File: config.mk
export PLATFORM = sky130hd
export DESIGN_NAME = midpoint_ellipse_point_generator_flat
export DESIGN_NICKNAME = d
export VERILOG_FILES = /design/src/rtl/mpe_pkg.sv /design/src/rtl/mpe_req_if.sv /design/src/rtl/mpe_point_if.sv /design/src/rtl/mpe_cfg_if.sv /design/src/rtl/mpe_ctrl.sv /design/src/rtl/mpe_datapath.sv /design/src/rtl/midpoint_ellipse_point_generator.sv /design/src/flat_wrapper.sv
export SDC_FILE = /design/constraint.sdc
export NUM_CORES = 2
export LEC_CHECK = 0
export BUFFER_PORTS_ARGS = -buffer_cell sky130_fd_sc_hd__clkbuf_2
export CORE_AREA = 2 2 361 363
export CTS_BUF_LIST = sky130_fd_sc_hd__clkbuf_4 sky130_fd_sc_hd__clkbuf_8
export CTS_CLUSTER_DIAMETER = 120
export DETAILED_ROUTE_END_ITERATION = 7
export DIE_AREA = 0 0 363 365
export GPL_TIMING_DRIVEN = 0
export SLEW_MARGIN = 25
export SYNTH_ARGS = -nofsm -noshare
export SYNTH_HDL_FRONTEND = slang
export SYNTH_SLANG_ARGS = --single-unit
File: constraint.sdc
create_clock -name clk -period 19.1 [get_ports clk]
set_input_delay 5.73 -clock clk [delete_from_list [all_inputs] [get_ports clk]]
set_output_delay 5.73 -clock clk [all_outputs]
set_load 0.01 [all_outputs]
File: src/rtl/mpe_pkg.sv
package mpe_pkg;

	// Field widths of the channels.
	localparam int RADIUS_W  = 9;
	localparam int COORD_W   = 10;
	localparam int CFG_IDX_W = 1;

	// Internal widths, sized for the 9-bit radius registers.
	localparam int X_W     = 10;
	localparam int Y_W     = 11;
	localparam int SQ_W    = 2 * RADIUS_W;
	localparam int SLOPE_W = 30;
	localparam int DEC_W   = 42;
	localparam int MUL_A_W = 29;
	localparam int MUL_B_W = SQ_W;
	localparam int PROD_W  = MUL_A_W + MUL_B_W;

	localparam int MAX_RADIUS_DEF = 511;

	localparam logic [RADIUS_W-1:0] RADIUS_X_RST = RADIUS_W'(150);
	localparam logic [RADIUS_W-1:0] RADIUS_Y_RST = RADIUS_W'(80);

	localparam logic [CFG_IDX_W-1:0] REG_RADIUS_X = 1'b0;
	localparam logic [CFG_IDX_W-1:0] REG_RADIUS_Y = 1'b1;

	localparam logic REQ_ADVANCE = 1'b0;
	localparam logic REQ_START   = 1'b1;

	typedef enum logic [3:0] {
		OP_NONE,
		OP_LOAD,
		OP_SQ_A,
		OP_SQ_B,
		OP_A2RB,
		OP_INIT,
		OP_R2_BT,
		OP_R2_BTT,
		OP_R2_AU,
		OP_R2_AUU,
		OP_R2_AB,
		OP_R2_DONE,
		OP_STEP,
		OP_DEC
	} mpe_op_t;

	typedef struct packed {
		mpe_op_t op;
		logic    mode;
	} mpe_cmd_t;

	typedef struct packed {
		logic active;
		logic need_r2;
	} mpe_status_t;

endpackage

File: src/rtl/mpe_req_if.sv
interface mpe_req_if import mpe_pkg::*; ();
	logic valid;
	logic ready;
	logic req_type;
	logic mirror_mode;

	modport source (output valid, req_type, mirror_mode, input ready);
	modport sink (input valid, req_type, mirror_mode, output ready);
endinterface

File: src/rtl/mpe_point_if.sv
interface mpe_point_if import mpe_pkg::*; ();
	logic                      valid;
	logic                      ready;
	logic signed [COORD_W-1:0] point_x;
	logic signed [COORD_W-1:0] point_y;
	logic                      last_point;

	modport source (output valid, point_x, point_y, last_point, input ready);
	modport sink (input valid, point_x, point_y, last_point, output ready);
endinterface

File: src/rtl/mpe_cfg_if.sv
interface mpe_cfg_if import mpe_pkg::*; ();
	logic                 valid;
	logic                 ready;
	logic [CFG_IDX_W-1:0] index;
	logic [RADIUS_W-1:0]  data;

	modport source (output valid, index, data, input ready);
	modport sink (input valid, index, data, output ready);
endinterface

File: src/rtl/mpe_ctrl.sv
module mpe_ctrl import mpe_pkg::*; (
	input  logic        clk,
	input  logic        arst_n,
	input  logic        in_valid,
	input  logic        in_type,
	input  logic        in_mirror,
	output logic        in_ready,
	input  logic        out_ready,
	output logic        out_valid,
	input  mpe_status_t sts,
	output mpe_cmd_t    cmd
);

	typedef enum logic [12:0] {
		S_IDLE     = 13'b0000000000001,
		S_SQ_A     = 13'b0000000000010,
		S_SQ_B     = 13'b0000000000100,
		S_A2RB     = 13'b0000000001000,
		S_INIT     = 13'b0000000010000,
		S_R2_BT    = 13'b0000000100000,
		S_R2_BTT   = 13'b0000001000000,
		S_R2_AU    = 13'b0000010000000,
		S_R2_AUU   = 13'b0000100000000,
		S_R2_AB    = 13'b0001000000000,
		S_R2_DONE  = 13'b0010000000000,
		S_STEP     = 13'b0100000000000,
		S_DEC      = 13'b1000000000000
	} mpe_state_t;

	mpe_state_t state_q, state_d;
	logic       out_valid_q;
	logic       in_acc;

	assign in_ready  = (state_q == S_IDLE) && (!out_valid_q || out_ready);
	assign in_acc    = in_valid && in_ready;
	assign out_valid = out_valid_q;

	always_comb begin
		state_d  = state_q;
		cmd.op   = OP_NONE;
		cmd.mode = in_mirror;
		unique case (state_q)
			S_IDLE: begin
				if (in_acc) begin
					if (in_type == REQ_START) begin
						cmd.op  = OP_LOAD;
						state_d = S_SQ_A;
					end else if (sts.active) begin
						// The first point of region two needs the decision value rebuilt.
						if (sts.need_r2) begin
							state_d = S_R2_BT;
						end else begin
							cmd.op  = OP_STEP;
							state_d = S_DEC;
						end
					end
				end
			end
			S_SQ_A: begin
				cmd.op  = OP_SQ_A;
				state_d = S_SQ_B;
			end
			S_SQ_B: begin
				cmd.op  = OP_SQ_B;
				state_d = S_A2RB;
			end
			S_A2RB: begin
				cmd.op  = OP_A2RB;
				state_d = S_INIT;
			end
			S_INIT: begin
				cmd.op  = OP_INIT;
				state_d = S_IDLE;
			end
			S_R2_BT: begin
				cmd.op  = OP_R2_BT;
				state_d = S_R2_BTT;
			end
			S_R2_BTT: begin
				cmd.op  = OP_R2_BTT;
				state_d = S_R2_AU;
			end
			S_R2_AU: begin
				cmd.op  = OP_R2_AU;
				state_d = S_R2_AUU;
			end
			S_R2_AUU: begin
				cmd.op  = OP_R2_AUU;
				state_d = S_R2_AB;
			end
			S_R2_AB: begin
				cmd.op  = OP_R2_AB;
				state_d = S_R2_DONE;
			end
			S_R2_DONE: begin
				cmd.op  = OP_R2_DONE;
				state_d = S_STEP;
			end
			S_STEP: begin
				cmd.op  = OP_STEP;
				state_d = S_DEC;
			end
			S_DEC: begin
				cmd.op  = OP_DEC;
				state_d = S_IDLE;
			end
			default: begin
				state_d = S_IDLE;
			end
		endcase
	end

	always_ff @(posedge clk or negedge arst_n) begin
		if (!arst_n) begin
			state_q     <= S_IDLE;
			out_valid_q <= 1'b0;
		end else begin
			state_q <= state_d;
			if (cmd.op == OP_STEP) begin
				out_valid_q <= 1'b1;
			end else if (out_ready) begin
				out_valid_q <= 1'b0;
			end
		end
	end

endmodule

File: src/rtl/mpe_datapath.sv
module mpe_datapath import mpe_pkg::*; #(
	parameter int MAX_RADIUS = MAX_RADIUS_DEF
) (
	input  logic                      clk,
	input  logic                      arst_n,
	input  logic                      cfg_we,
	input  logic [CFG_IDX_W-1:0]      cfg_index,
	input  logic [RADIUS_W-1:0]       cfg_data,
	input  mpe_cmd_t                  cmd,
	output mpe_status_t               sts,
	output logic signed [COORD_W-1:0] point_x,
	output logic signed [COORD_W-1:0] point_y,
	output logic                      last_point
);

	function automatic logic [RADIUS_W-1:0] clamp_radius(input logic [RADIUS_W-1:0] r);
		logic [RADIUS_W-1:0] v;
		v = r;
		if (int'(r) > MAX_RADIUS) begin
			v = RADIUS_W'(MAX_RADIUS);
		end
		return v;
	endfunction

	logic [RADIUS_W-1:0]       radius_x_q, radius_y_q, ra_q, rb_q;
	logic [SQ_W-1:0]           a2_q, b2_q;
	logic [PROD_W-1:0]         prod_q;
	logic [X_W-1:0]            x_q;
	logic signed [Y_W-1:0]     y_q;
	logic signed [SLOPE_W-1:0] dx_q, dy_q;
	logic signed [DEC_W-1:0]   dec_q;
	logic                      region2_q, active_q, mirrored_q, diag_q;
	logic signed [COORD_W-1:0] point_x_q, point_y_q;
	logic                      last_q;

	logic [X_W:0]              t_val;
	logic [RADIUS_W-1:0]       u_abs;
	logic [MUL_A_W-1:0]        mul_a;
	logic [MUL_B_W-1:0]        mul_b;
	logic [PROD_W-1:0]         mul_p;
	logic signed [SLOPE_W-1:0] a2x2, b2x2;
	logic signed [DEC_W-1:0]   a2x4, b2x4, a2_ext, prod4, dxx4, dyx4;
	logic                      dec_pos, use_dx, use_dy, y_zero;

	assign y_zero = (y_q == '0);
	// In region two the term (2x+1) and |y-1| feed the rebuilt decision value.
	assign t_val  = {x_q, 1'b1};
	assign u_abs  = y_zero ? RADIUS_W'(1) : RADIUS_W'(y_q - Y_W'(1));

	assign a2x2   = SLOPE_W'({a2_q, 1'b0});
	assign b2x2   = SLOPE_W'({b2_q, 1'b0});
	assign a2x4   = DEC_W'({a2_q, 2'b00});
	assign b2x4   = DEC_W'({b2_q, 2'b00});
	assign a2_ext = DEC_W'(a2_q);
	assign prod4  = {prod_q[DEC_W-3:0], 2'b00};
	assign dxx4   = {{(DEC_W-SLOPE_W-2){dx_q[SLOPE_W-1]}}, dx_q, 2'b00};
	assign dyx4   = {{(DEC_W-SLOPE_W-2){dy_q[SLOPE_W-1]}}, dy_q, 2'b00};

	assign dec_pos = !dec_q[DEC_W-1] && (dec_q != '0);
	assign use_dx  = !region2_q || diag_q;
	assign use_dy  = region2_q || diag_q;

	assign sts.active  = active_q;
	assign sts.need_r2 = active_q && !region2_q && !(dx_q < dy_q);

	assign point_x    = point_x_q;
	assign point_y    = point_y_q;
	assign last_point = last_q;

	always_comb begin
		mul_a = '0;
		mul_b = '0;
		unique case (cmd.op)
			OP_SQ_A: begin
				mul_a = MUL_A_W'(ra_q);
				mul_b = MUL_B_W'(ra_q);
			end
			OP_SQ_B: begin
				mul_a = MUL_A_W'(rb_q);
				mul_b = MUL_B_W'(rb_q);
			end
			OP_A2RB: begin
				mul_a = MUL_A_W'(a2_q);
				mul_b = MUL_B_W'(rb_q);
			end
			OP_R2_BT: begin
				mul_a = MUL_A_W'(b2_q);
				mul_b = MUL_B_W'(t_val);
			end
			OP_R2_BTT: begin
				mul_a = prod_q[MUL_A_W-1:0];
				mul_b = MUL_B_W'(t_val);
			end
			OP_R2_AU: begin
				mul_a = MUL_A_W'(a2_q);
				mul_b = MUL_B_W'(u_abs);
			end
			OP_R2_AUU: begin
				mul_a = prod_q[MUL_A_W-1:0];
				mul_b = MUL_B_W'(u_abs);
			end
			OP_R2_AB: begin
				mul_a = MUL_A_W'(a2_q);
				mul_b = b2_q;
			end
			default: begin
			end
		endcase
	end

	assign mul_p = PROD_W'(mul_a) * PROD_W'(mul_b);

	always_ff @(posedge clk or negedge arst_n) begin
		if (!arst_n) begin
			radius_x_q <= RADIUS_X_RST;
			radius_y_q <= RADIUS_Y_RST;
			active_q   <= 1'b0;
			region2_q  <= 1'b0;
			mirrored_q <= 1'b0;
		end else begin
			if (cfg_we) begin
				unique case (cfg_index)
					REG_RADIUS_X: radius_x_q <= cfg_data;
					REG_RADIUS_Y: radius_y_q <= cfg_data;
					default: begin
					end
				endcase
			end
			unique case (cmd.op)
				OP_LOAD: begin
					active_q   <= 1'b0;
					region2_q  <= 1'b0;
					mirrored_q <= cmd.mode;
				end
				OP_INIT: begin
					active_q  <= 1'b1;
					region2_q <= 1'b0;
				end
				OP_R2_DONE: region2_q <= 1'b1;
				OP_STEP: begin
					if (region2_q && y_zero) begin
						active_q <= 1'b0;
					end
				end
				default: begin
				end
			endcase
		end
	end

	always_ff @(posedge clk) begin
		if (cmd.op != OP_NONE && cmd.op != OP_LOAD && cmd.op != OP_INIT &&
			cmd.op != OP_STEP && cmd.op != OP_DEC && cmd.op != OP_R2_DONE) begin
			prod_q <= mul_p;
		end
		unique case (cmd.op)
			OP_LOAD: begin
				if (cmd.mode) begin
					ra_q <= clamp_radius(radius_y_q);
					rb_q <= clamp_radius(radius_x_q);
				end else begin
					ra_q <= clamp_radius(radius_x_q);
					rb_q <= clamp_radius(radius_y_q);
				end
			end
			OP_SQ_B: a2_q <= prod_q[SQ_W-1:0];
			OP_A2RB: b2_q <= prod_q[SQ_W-1:0];
			OP_INIT: begin
				x_q   <= '0;
				y_q   <= Y_W'(rb_q);
				dx_q  <= '0;
				dy_q  <= SLOPE_W'({prod_q, 1'b0});
				dec_q <= b2x4 - prod4 + a2_ext;
			end
			OP_R2_AU:   dec_q <= prod4 >>> 2;
			OP_R2_AB:   dec_q <= dec_q + prod4;
			OP_R2_DONE: dec_q <= dec_q - prod4;
			OP_STEP: begin
				point_x_q <= mirrored_q ? COORD_W'(-y_q) : COORD_W'(x_q);
				point_y_q <= mirrored_q ? COORD_W'(-x_q) : COORD_W'(y_q);
				last_q    <= region2_q && y_zero;
				if (!region2_q) begin
					x_q  <= x_q + 1'b1;
					dx_q <= dx_q + b2x2;
					if (!dec_q[DEC_W-1]) begin
						y_q    <= y_q - 1'b1;
						dy_q   <= dy_q - a2x2;
						diag_q <= 1'b1;
					end else begin
						diag_q <= 1'b0;
					end
				end else begin
					y_q  <= y_q - 1'b1;
					dy_q <= dy_q - a2x2;
					if (!dec_pos) begin
						x_q    <= x_q + 1'b1;
						dx_q   <= dx_q + b2x2;
						diag_q <= 1'b1;
					end else begin
						diag_q <= 1'b0;
					end
				end
			end
			OP_DEC: begin
				// Uses the slopes already moved by the step before.
				dec_q <= dec_q + (region2_q ? a2x4 : b2x4)
					+ (use_dx ? dxx4 : DEC_W'(0)) - (use_dy ? dyx4 : DEC_W'(0));
			end
			default: begin
			end
		endcase
	end

endmodule

File: src/rtl/midpoint_ellipse_point_generator.sv
// Channel   Direction  Payload                          Handshake
// req_ch    in         req_type, mirror_mode            valid / ready
// point_ch  out        point_x, point_y, last_point     valid / ready
// cfg_ch    in         index, data (radius_x, radius_y) valid / ready, always ready
//
// An advance request sets the point and the slopes first, then updates the
// decision value. The first point of region two first rebuilds the decision value
// with five products on one shared multiplier.
// A start request computes three products and then loads the trace state.
// After reset the block is idle and the radii are 150 and 80.
// Requests are held off while a request is being worked on, and while a point
// sits in the output register and is not taken.
module midpoint_ellipse_point_generator import mpe_pkg::*; #(
	parameter int MAX_RADIUS = MAX_RADIUS_DEF
) (
	input logic          clk,
	input logic          arst_n,
	mpe_req_if.sink      req_ch,
	mpe_point_if.source  point_ch,
	mpe_cfg_if.sink      cfg_ch
);

	mpe_cmd_t    cmd;
	mpe_status_t sts;
	logic        req_acc;

	assign cfg_ch.ready = 1'b1;
	assign req_acc      = req_ch.valid && req_ch.ready;

	mpe_ctrl u_ctrl (
		.clk       (clk),
		.arst_n    (arst_n),
		.in_valid  (req_ch.valid),
		.in_type   (req_ch.req_type),
		.in_mirror (req_ch.mirror_mode),
		.in_ready  (req_ch.ready),
		.out_ready (point_ch.ready),
		.out_valid (point_ch.valid),
		.sts       (sts),
		.cmd       (cmd)
	);

	mpe_datapath #(
		.MAX_RADIUS (MAX_RADIUS)
	) u_datapath (
		.clk        (clk),
		.arst_n     (arst_n),
		.cfg_we     (cfg_ch.valid && cfg_ch.ready),
		.cfg_index  (cfg_ch.index),
		.cfg_data   (cfg_ch.data),
		.cmd        (cmd),
		.sts        (sts),
		.point_x    (point_ch.point_x),
		.point_y    (point_ch.point_y),
		.last_point (point_ch.last_point)
	);

	// A start request never produces a point.
	a_start_silent: assert property (@(posedge clk) disable iff (!arst_n)
		(req_acc && req_ch.req_type == REQ_START && !point_ch.valid) |=> !point_ch.valid)
		else $error("point produced by a start request");

	// An advance with no trace running produces nothing.
	a_idle_advance: assert property (@(posedge clk) disable iff (!arst_n)
		(req_acc && req_ch.req_type == REQ_ADVANCE && !sts.active && !point_ch.valid)
		|=> !point_ch.valid)
		else $error("point produced while no trace is running");

	// Every step is followed by its decision update.
	a_step_dec: assert property (@(posedge clk) disable iff (!arst_n)
		cmd.op == OP_STEP |=> cmd.op == OP_DEC)
		else $error("decision update missing after a step");

	// The region two rebuild starts with the output register empty.
	a_r2_empty: assert property (@(posedge clk) disable iff (!arst_n)
		cmd.op == OP_R2_BT |-> !point_ch.valid)
		else $error("region two rebuild with a point pending");

endmodule
File: src/flat_wrapper.sv
// flat-port wrapper written by rule: the top's interface ports become plain ports
module midpoint_ellipse_point_generator_flat import mpe_pkg::*;
#(
	parameter int MAX_RADIUS = MAX_RADIUS_DEF
)
  (clk, arst_n, req_ch_valid, req_ch_req_type, req_ch_mirror_mode, req_ch_ready, point_ch_valid, point_ch_point_x, point_ch_point_y, point_ch_last_point, point_ch_ready, cfg_ch_valid, cfg_ch_index, cfg_ch_data, cfg_ch_ready);
  mpe_req_if req_ch_i ();
  mpe_point_if point_ch_i ();
  mpe_cfg_if cfg_ch_i ();
  input logic clk;
  input logic arst_n;
  input wire logic [$bits(req_ch_i.valid)-1:0] req_ch_valid;
  input wire logic [$bits(req_ch_i.req_type)-1:0] req_ch_req_type;
  input wire logic [$bits(req_ch_i.mirror_mode)-1:0] req_ch_mirror_mode;
  output wire logic [$bits(req_ch_i.ready)-1:0] req_ch_ready;
  output wire logic [$bits(point_ch_i.valid)-1:0] point_ch_valid;
  output wire logic [$bits(point_ch_i.point_x)-1:0] point_ch_point_x;
  output wire logic [$bits(point_ch_i.point_y)-1:0] point_ch_point_y;
  output wire logic [$bits(point_ch_i.last_point)-1:0] point_ch_last_point;
  input wire logic [$bits(point_ch_i.ready)-1:0] point_ch_ready;
  input wire logic [$bits(cfg_ch_i.valid)-1:0] cfg_ch_valid;
  input wire logic [$bits(cfg_ch_i.index)-1:0] cfg_ch_index;
  input wire logic [$bits(cfg_ch_i.data)-1:0] cfg_ch_data;
  output wire logic [$bits(cfg_ch_i.ready)-1:0] cfg_ch_ready;
  assign req_ch_i.valid = req_ch_valid;
  assign req_ch_i.req_type = req_ch_req_type;
  assign req_ch_i.mirror_mode = req_ch_mirror_mode;
  assign req_ch_ready = req_ch_i.ready;
  assign point_ch_valid = point_ch_i.valid;
  assign point_ch_point_x = point_ch_i.point_x;
  assign point_ch_point_y = point_ch_i.point_y;
  assign point_ch_last_point = point_ch_i.last_point;
  assign point_ch_i.ready = point_ch_ready;
  assign cfg_ch_i.valid = cfg_ch_valid;
  assign cfg_ch_i.index = cfg_ch_index;
  assign cfg_ch_i.data = cfg_ch_data;
  assign cfg_ch_ready = cfg_ch_i.ready;
  midpoint_ellipse_point_generator #(.MAX_RADIUS(MAX_RADIUS)) u_core (.clk(clk), .arst_n(arst_n), .req_ch(req_ch_i), .point_ch(point_ch_i), .cfg_ch(cfg_ch_i));
endmodule
[Word level (Yosys, flattened, before mapping)]
Cells that the tools add are included.
Word-level totals
  register bits after elaboration: 274
  bits of input ports: 17
  output and inout port bits: 24
  logic and storage cells: 153
Cells by class
  add/sub/neg operators: 14
  multiply operators: 1
  magnitude comparators: 1
  equal/unequal tests: 36
  mux-type cells: 41
  bitwise logic cells: 1
  reduce and logical (&&, ||, !) cells: 38
Operators with widths (count)
  one-hot mux 42 bit (5 select lines): 1
  one-hot mux 29 bit (5 select lines): 1
  one-hot mux 13 bit (11 select lines): 1
  two-way mux 30 bit: 4
  one-hot mux 30 bit (2 select lines): 2
  one-hot mux 18 bit (5 select lines): 1
  adder 42 bit: 2
  two-way mux 42 bit: 2
  subtractor 42 bit: 2
  two-way mux 13 bit: 4
  one-hot mux 4 bit (13 select lines): 1
  adder 42 x 19 -> 42 bit: 1
  adder 42 x 21 -> 42 bit: 1
  nonzero test 42 bit: 1
  subtractor 21 x 42 -> 42 bit: 1
  multiplier 29 x 18 -> 40 bit: 1
  two-way mux 10 bit: 4
  adder 30 x 20 -> 30 bit: 1
  less-than comparator 30 bit: 1
  subtractor 30 x 20 -> 30 bit: 1
  two-way mux 9 bit: 3
  == test 4 bit (second input constant): 6
  two-way mux 11 bit: 2
  one-hot mux 11 bit (2 select lines): 1
  other kinds (44): 87

[Depth between registers and ports, before layout]
  depth after elaboration: 14
  mapped depth: 36
  gate-level depth less buffers: 32

[Cells and area by module]
Synthesis repeated with hierarchy kept, for this count alone.
Unflattened totals
  cell total of the unflattened synthesis: 4343
  area, all modules: 38903.6 µm²
By module, submodules not included
  mpe_datapath: times used 1, cells an instance 4228, area each 37890.1 µm²
  mpe_ctrl: times used 1, cells an instance 113, area each 1002.2 µm²
  midpoint_ellipse_point_generator: times used 1, cells an instance 2, area each 11.3 µm²

[Worst setup path after synthesis]
No wires, ideal clock.
  path kind: input to output
  start point: in point_ch_ready
  end point: out req_ch_ready
  arrival time: 5.958 ns
  slack: 7.412 ns
  cell stages on the path: 2
  path buffers: 0
  path through: nor2b_1 nor2_1
On the way
  word-level cells in the longest chain between the ends: 2
RTL lines
  start, declared: RTL line flat_wrapper.sv:20  | input wire logic [$bits(point_ch_i.ready)-1:0] point_ch_ready;
  logical OR 1 bit: RTL line mpe_ctrl.sv:34  | assign in_ready = (state_q == S_IDLE) && (!out_valid_q || out_ready);
  logical AND 1 bit: RTL line mpe_ctrl.sv:34
  end, declared: RTL line flat_wrapper.sv:15  | output wire logic [$bits(req_ch_i.ready)-1:0] req_ch_ready;
No other way between the ends.

[Worst setup path after layout]
Ends and elaborated chain as after synthesis.

==> results_dict.tcl <==
set metrics [dict create \
    detail-route-antenna-nets 0 \
    drt_wl_total_um 125000 \
    fin_crit_sh_pct 62.3 \
    nFillCells 13200 \
    yosysWarnings 0 \
    grt.overflow.total 0 \
    clock_latency_ps 730 \
    cts_sinks 272 \
    post-cts-setup-buffers 0 \
    synth_top_area_share_pct 25.4 \
    stdcell_area_um2 42500 \
    power.total_uw 2240 \
    yosys-top-cells-count "710 x inv_1, 515 x nand2_1, 488 x fa_1" \
    report.final.slew_viol_count 0 \
    clk_pin_slew_ps 70 \
    yosys.area.top_type "fa_1" \
    place_hpwl_um 103000 \
    cts_resized 0 \
    pwr-share-comb_pct 34.6 \
    max-cap-violations 0 \
    post-synth-top-count-cell "inv_1" \
    fin_skew_ps 80.3 \
    worst_ep_required_time_ps 13370 \
    synth_edf_count 237 \
    switching_share_pct 36.0 \
    seq_power_share_pct 33.8 \
    ys_top_cells_by_area "fa_1 25%, edfxtp_1 19%, ha_1 9.1%, inv_1 6.9%, nand2_1 5.0%" \
    grt_pass1_wl_um 190000 \
    core_area_um2 129000 \
    post_dp_cell_area_um2 41200 \
    synth_cell_type_count 104 \
    tightest_slew_ps 1100 \
    area_growth_pct 10.6 \
    hp-class "flop to flop" \
    initial_utilization_pct 29.9 \
    viasPerCell 5.08 \
    antenna_found_initial 1 \
    post-route-min-period_ps 11900 \
    wire_per_inst_um 20.4 \
    vias 31000 \
    hold_viol_final 0 \
    synth_ff_type "edfxtp_1" \
    syn_area_per_cell_um2 9.08 \
    worstSetupStartpointType "input pin" \
    die_area_um2 132000 \
    yosysSeqAreaShare_pct 20.8 \
    crit_type "input pin to primary output" \
    cts_tree "built" \
    p_clk_share_pct 31.6 \
    cp.arrival_ps 6170 \
    crit_fanout 3 \
    netSwitchingPower_uw 807 \
    grt_max_degree 41 \
    cts_buffers 50 \
    rsz0062_at_grt "no" \
    ctsHoldBuffers 0 \
    clockBufferDepth 3 \
    finalSetupViolCount 0 \
    rows 132 \
    p_int_uw 1430 \
    gp_congestion 0.988 \
    fp.dieW_um 363 \
    die_h_um 365 \
    synth_cells 4229 \
    cellPowerDensity_nw_per_um2 52.8 \
    max_freq_ghz 0.0840 \
    ys_ff_latch 272 \
    nets 5171 \
    syn_area_um2 38400 \
    root_buffer "clkbuf_8" \
    drt_iter0_markers 3140 \
    firstDrtPassIters 6 \
    htree_levels 2 \
    slew_headroom_pct 26.7 \
    io_pins 41 \
    leakagePower_uw 0.0188 \
    post-route-drc-count 0 \
    drive_gt1_share_pct 8.24 \
    io_buffer_count 38 \
    crit_path_end_kind "primary output" \
    outcome "finished clean" \
    grt_usage_pct 18.8 \
    grt_pass1_vias 31600 \
    irDropWorstVdd_mv 0.0545 \
    setup_tns_ps 0 \
    async_reset_ff_share_pct 12.9 \
]
## path summary, 6_finish.rpt
path / slack [ps] / from / cells past startpoint / endpoint
min in group asynchronous: 4890 / arst_n / 1 / u_core.u_datapath.radius_y_q[2]$_DFFE_PN0P_
setup / recovery: 7200 / point_ch_ready / 4 / req_ch_ready
setup reg to reg: 8900 / u_core.u_datapath.y_q[0]$_DFFE_PP_ / 32 / u_core.u_datapath.prod_q[39]$_DFFE_PP_
max in group asynchronous: 13700 / arst_n / 2 / u_core.u_datapath.radius_y_q[6]$_DFFE_PN1P_
hold reg to reg: 470 / u_core.u_datapath.prod_q[17]$_DFFE_PP_ / 0 / u_core.u_datapath.b2_q[17]$_DFFE_PP_
hold / removal: 470 / u_core.u_datapath.prod_q[17]$_DFFE_PP_ / 0 / u_core.u_datapath.b2_q[17]$_DFFE_PP_
## cell usage in the layout, fill, tap and decap left out, types with 28 or more instances in the layout
master,count
clkbuf_2,38
a22oi_1,28
fa_1,488
ha_1,280
o21ai_0,162
dfrtp_1,28
xnor2_1,152
xor2_1,97
o21a_1,31
a21o_1,73
and2_1,53
conb_1,50
nand2b_1,45
clkbuf_1,91
inv_1,710
nand2_1,514
a21oi_1,166
nor3_1,63
buf_2,63
mux2_2,55
edfxtp_1,237
clkbuf_8,50
nor2b_1,32
nand3_1,56
nor2_1,329
## final cells by class
class,count,area [um2],share of cell area (%)
Antenna cell,3,7.51,0.0177
Buffer,178,841,1.98
Clock buffer,61,771,1.81
Clock inverter,33,444,1.05
Inverter,712,2670,6.29
Multi-Input combinational cell,3115,27200,64.0
Sequential cell,272,8000,18.8
Tap cell,1675,2100,4.93
Timing Repair Buffer,57,447,1.05
## sequential cells by signal, summed over array words and instances, names as in the netlist, 9 cells and up
| register | count |
|---|---|
| u_core.u_datapath.radius_x_q | 9 |
| u_core.u_datapath.a2_q | 18 |
| u_core.u_datapath.point_y | 10 |
| u_core.u_datapath.radius_y_q | 9 |
| u_core.u_datapath.dy_q | 29 |
| u_core.u_datapath.prod_q | 40 |
| u_core.u_datapath.y_q | 11 |
| u_core.u_datapath.ra_q | 9 |
| u_core.u_datapath.dx_q | 29 |
| u_core.u_datapath.b2_q | 18 |
| u_core.u_datapath.point_x | 10 |
| u_core.u_ctrl.state_q | 13 |
| u_core.u_datapath.dec_q | 42 |
| u_core.u_datapath.rb_q | 9 |
| u_core.u_datapath.x_q | 10 |
## metal layers
| layer | up-vias | global-route usage [%] | wire, um |
|---|---|---|---|
| met5 | - | 0 | 0 |
| met4 | 0 | 6.23 | 4330 |
| met3 | 196 | 2.58 | 9540 |
| met2 | 1202 | 30.8 | 56900 |
| met1 | 15400 | 25.6 | 54000 |
| li1 | 14200 | - | - |
## power groups by stage
stage / Combinational, uW / Clock, uW / Sequential, uW
2_1_floorplan: 542 / 0 / 745
3_3_place_gp: 731 / 0 / 765
3_5_place_dp: 757 / 0 / 767
4_1_cts: 763 / 717 / 755
5_1_grt: 854 / 743 / 760
6_report: 774 / 709 / 758
## per-stage QoR
step           util, %  hold slack, ps  instances  setup WS [ps]
6_report          33.0             465       6106           7200
5_1_grt           33.0             503       6104           7140
3_5_place_dp      32.0             466       6008           7200
2_1_floorplan        -             443       4277           7410
4_1_cts           33.0             465       6102           7200
3_3_place_gp      31.8             461       5990           6390
## cells by family (layout without fill, tap and decap cells)
kind of cell | after synthesis | in the layout | share of synthesized area (%)
buffers and inverters | 890 | 1041 | 9.15
DFF | 272 | 272 | 20.8
xor gates and xnor gates | 249 | 249 | 5.68
AOI/OAI and AO/OA | 696 | 696 | 12.0
adders and majority gates | 768 | 768 | 34.6
other | 2 | 53 | 0.0196
muxes | 67 | 67 | 1.95
and+or+nand+nor | 1285 | 1285 | 15.8
## worst max-delay path, stage by stage
cell      delay, ps
clkbuf_2         80
nor2b_1         160
nor2_1           60
clkbuf_2        130
Note: power is estimated with default switching activity, not from simulation.
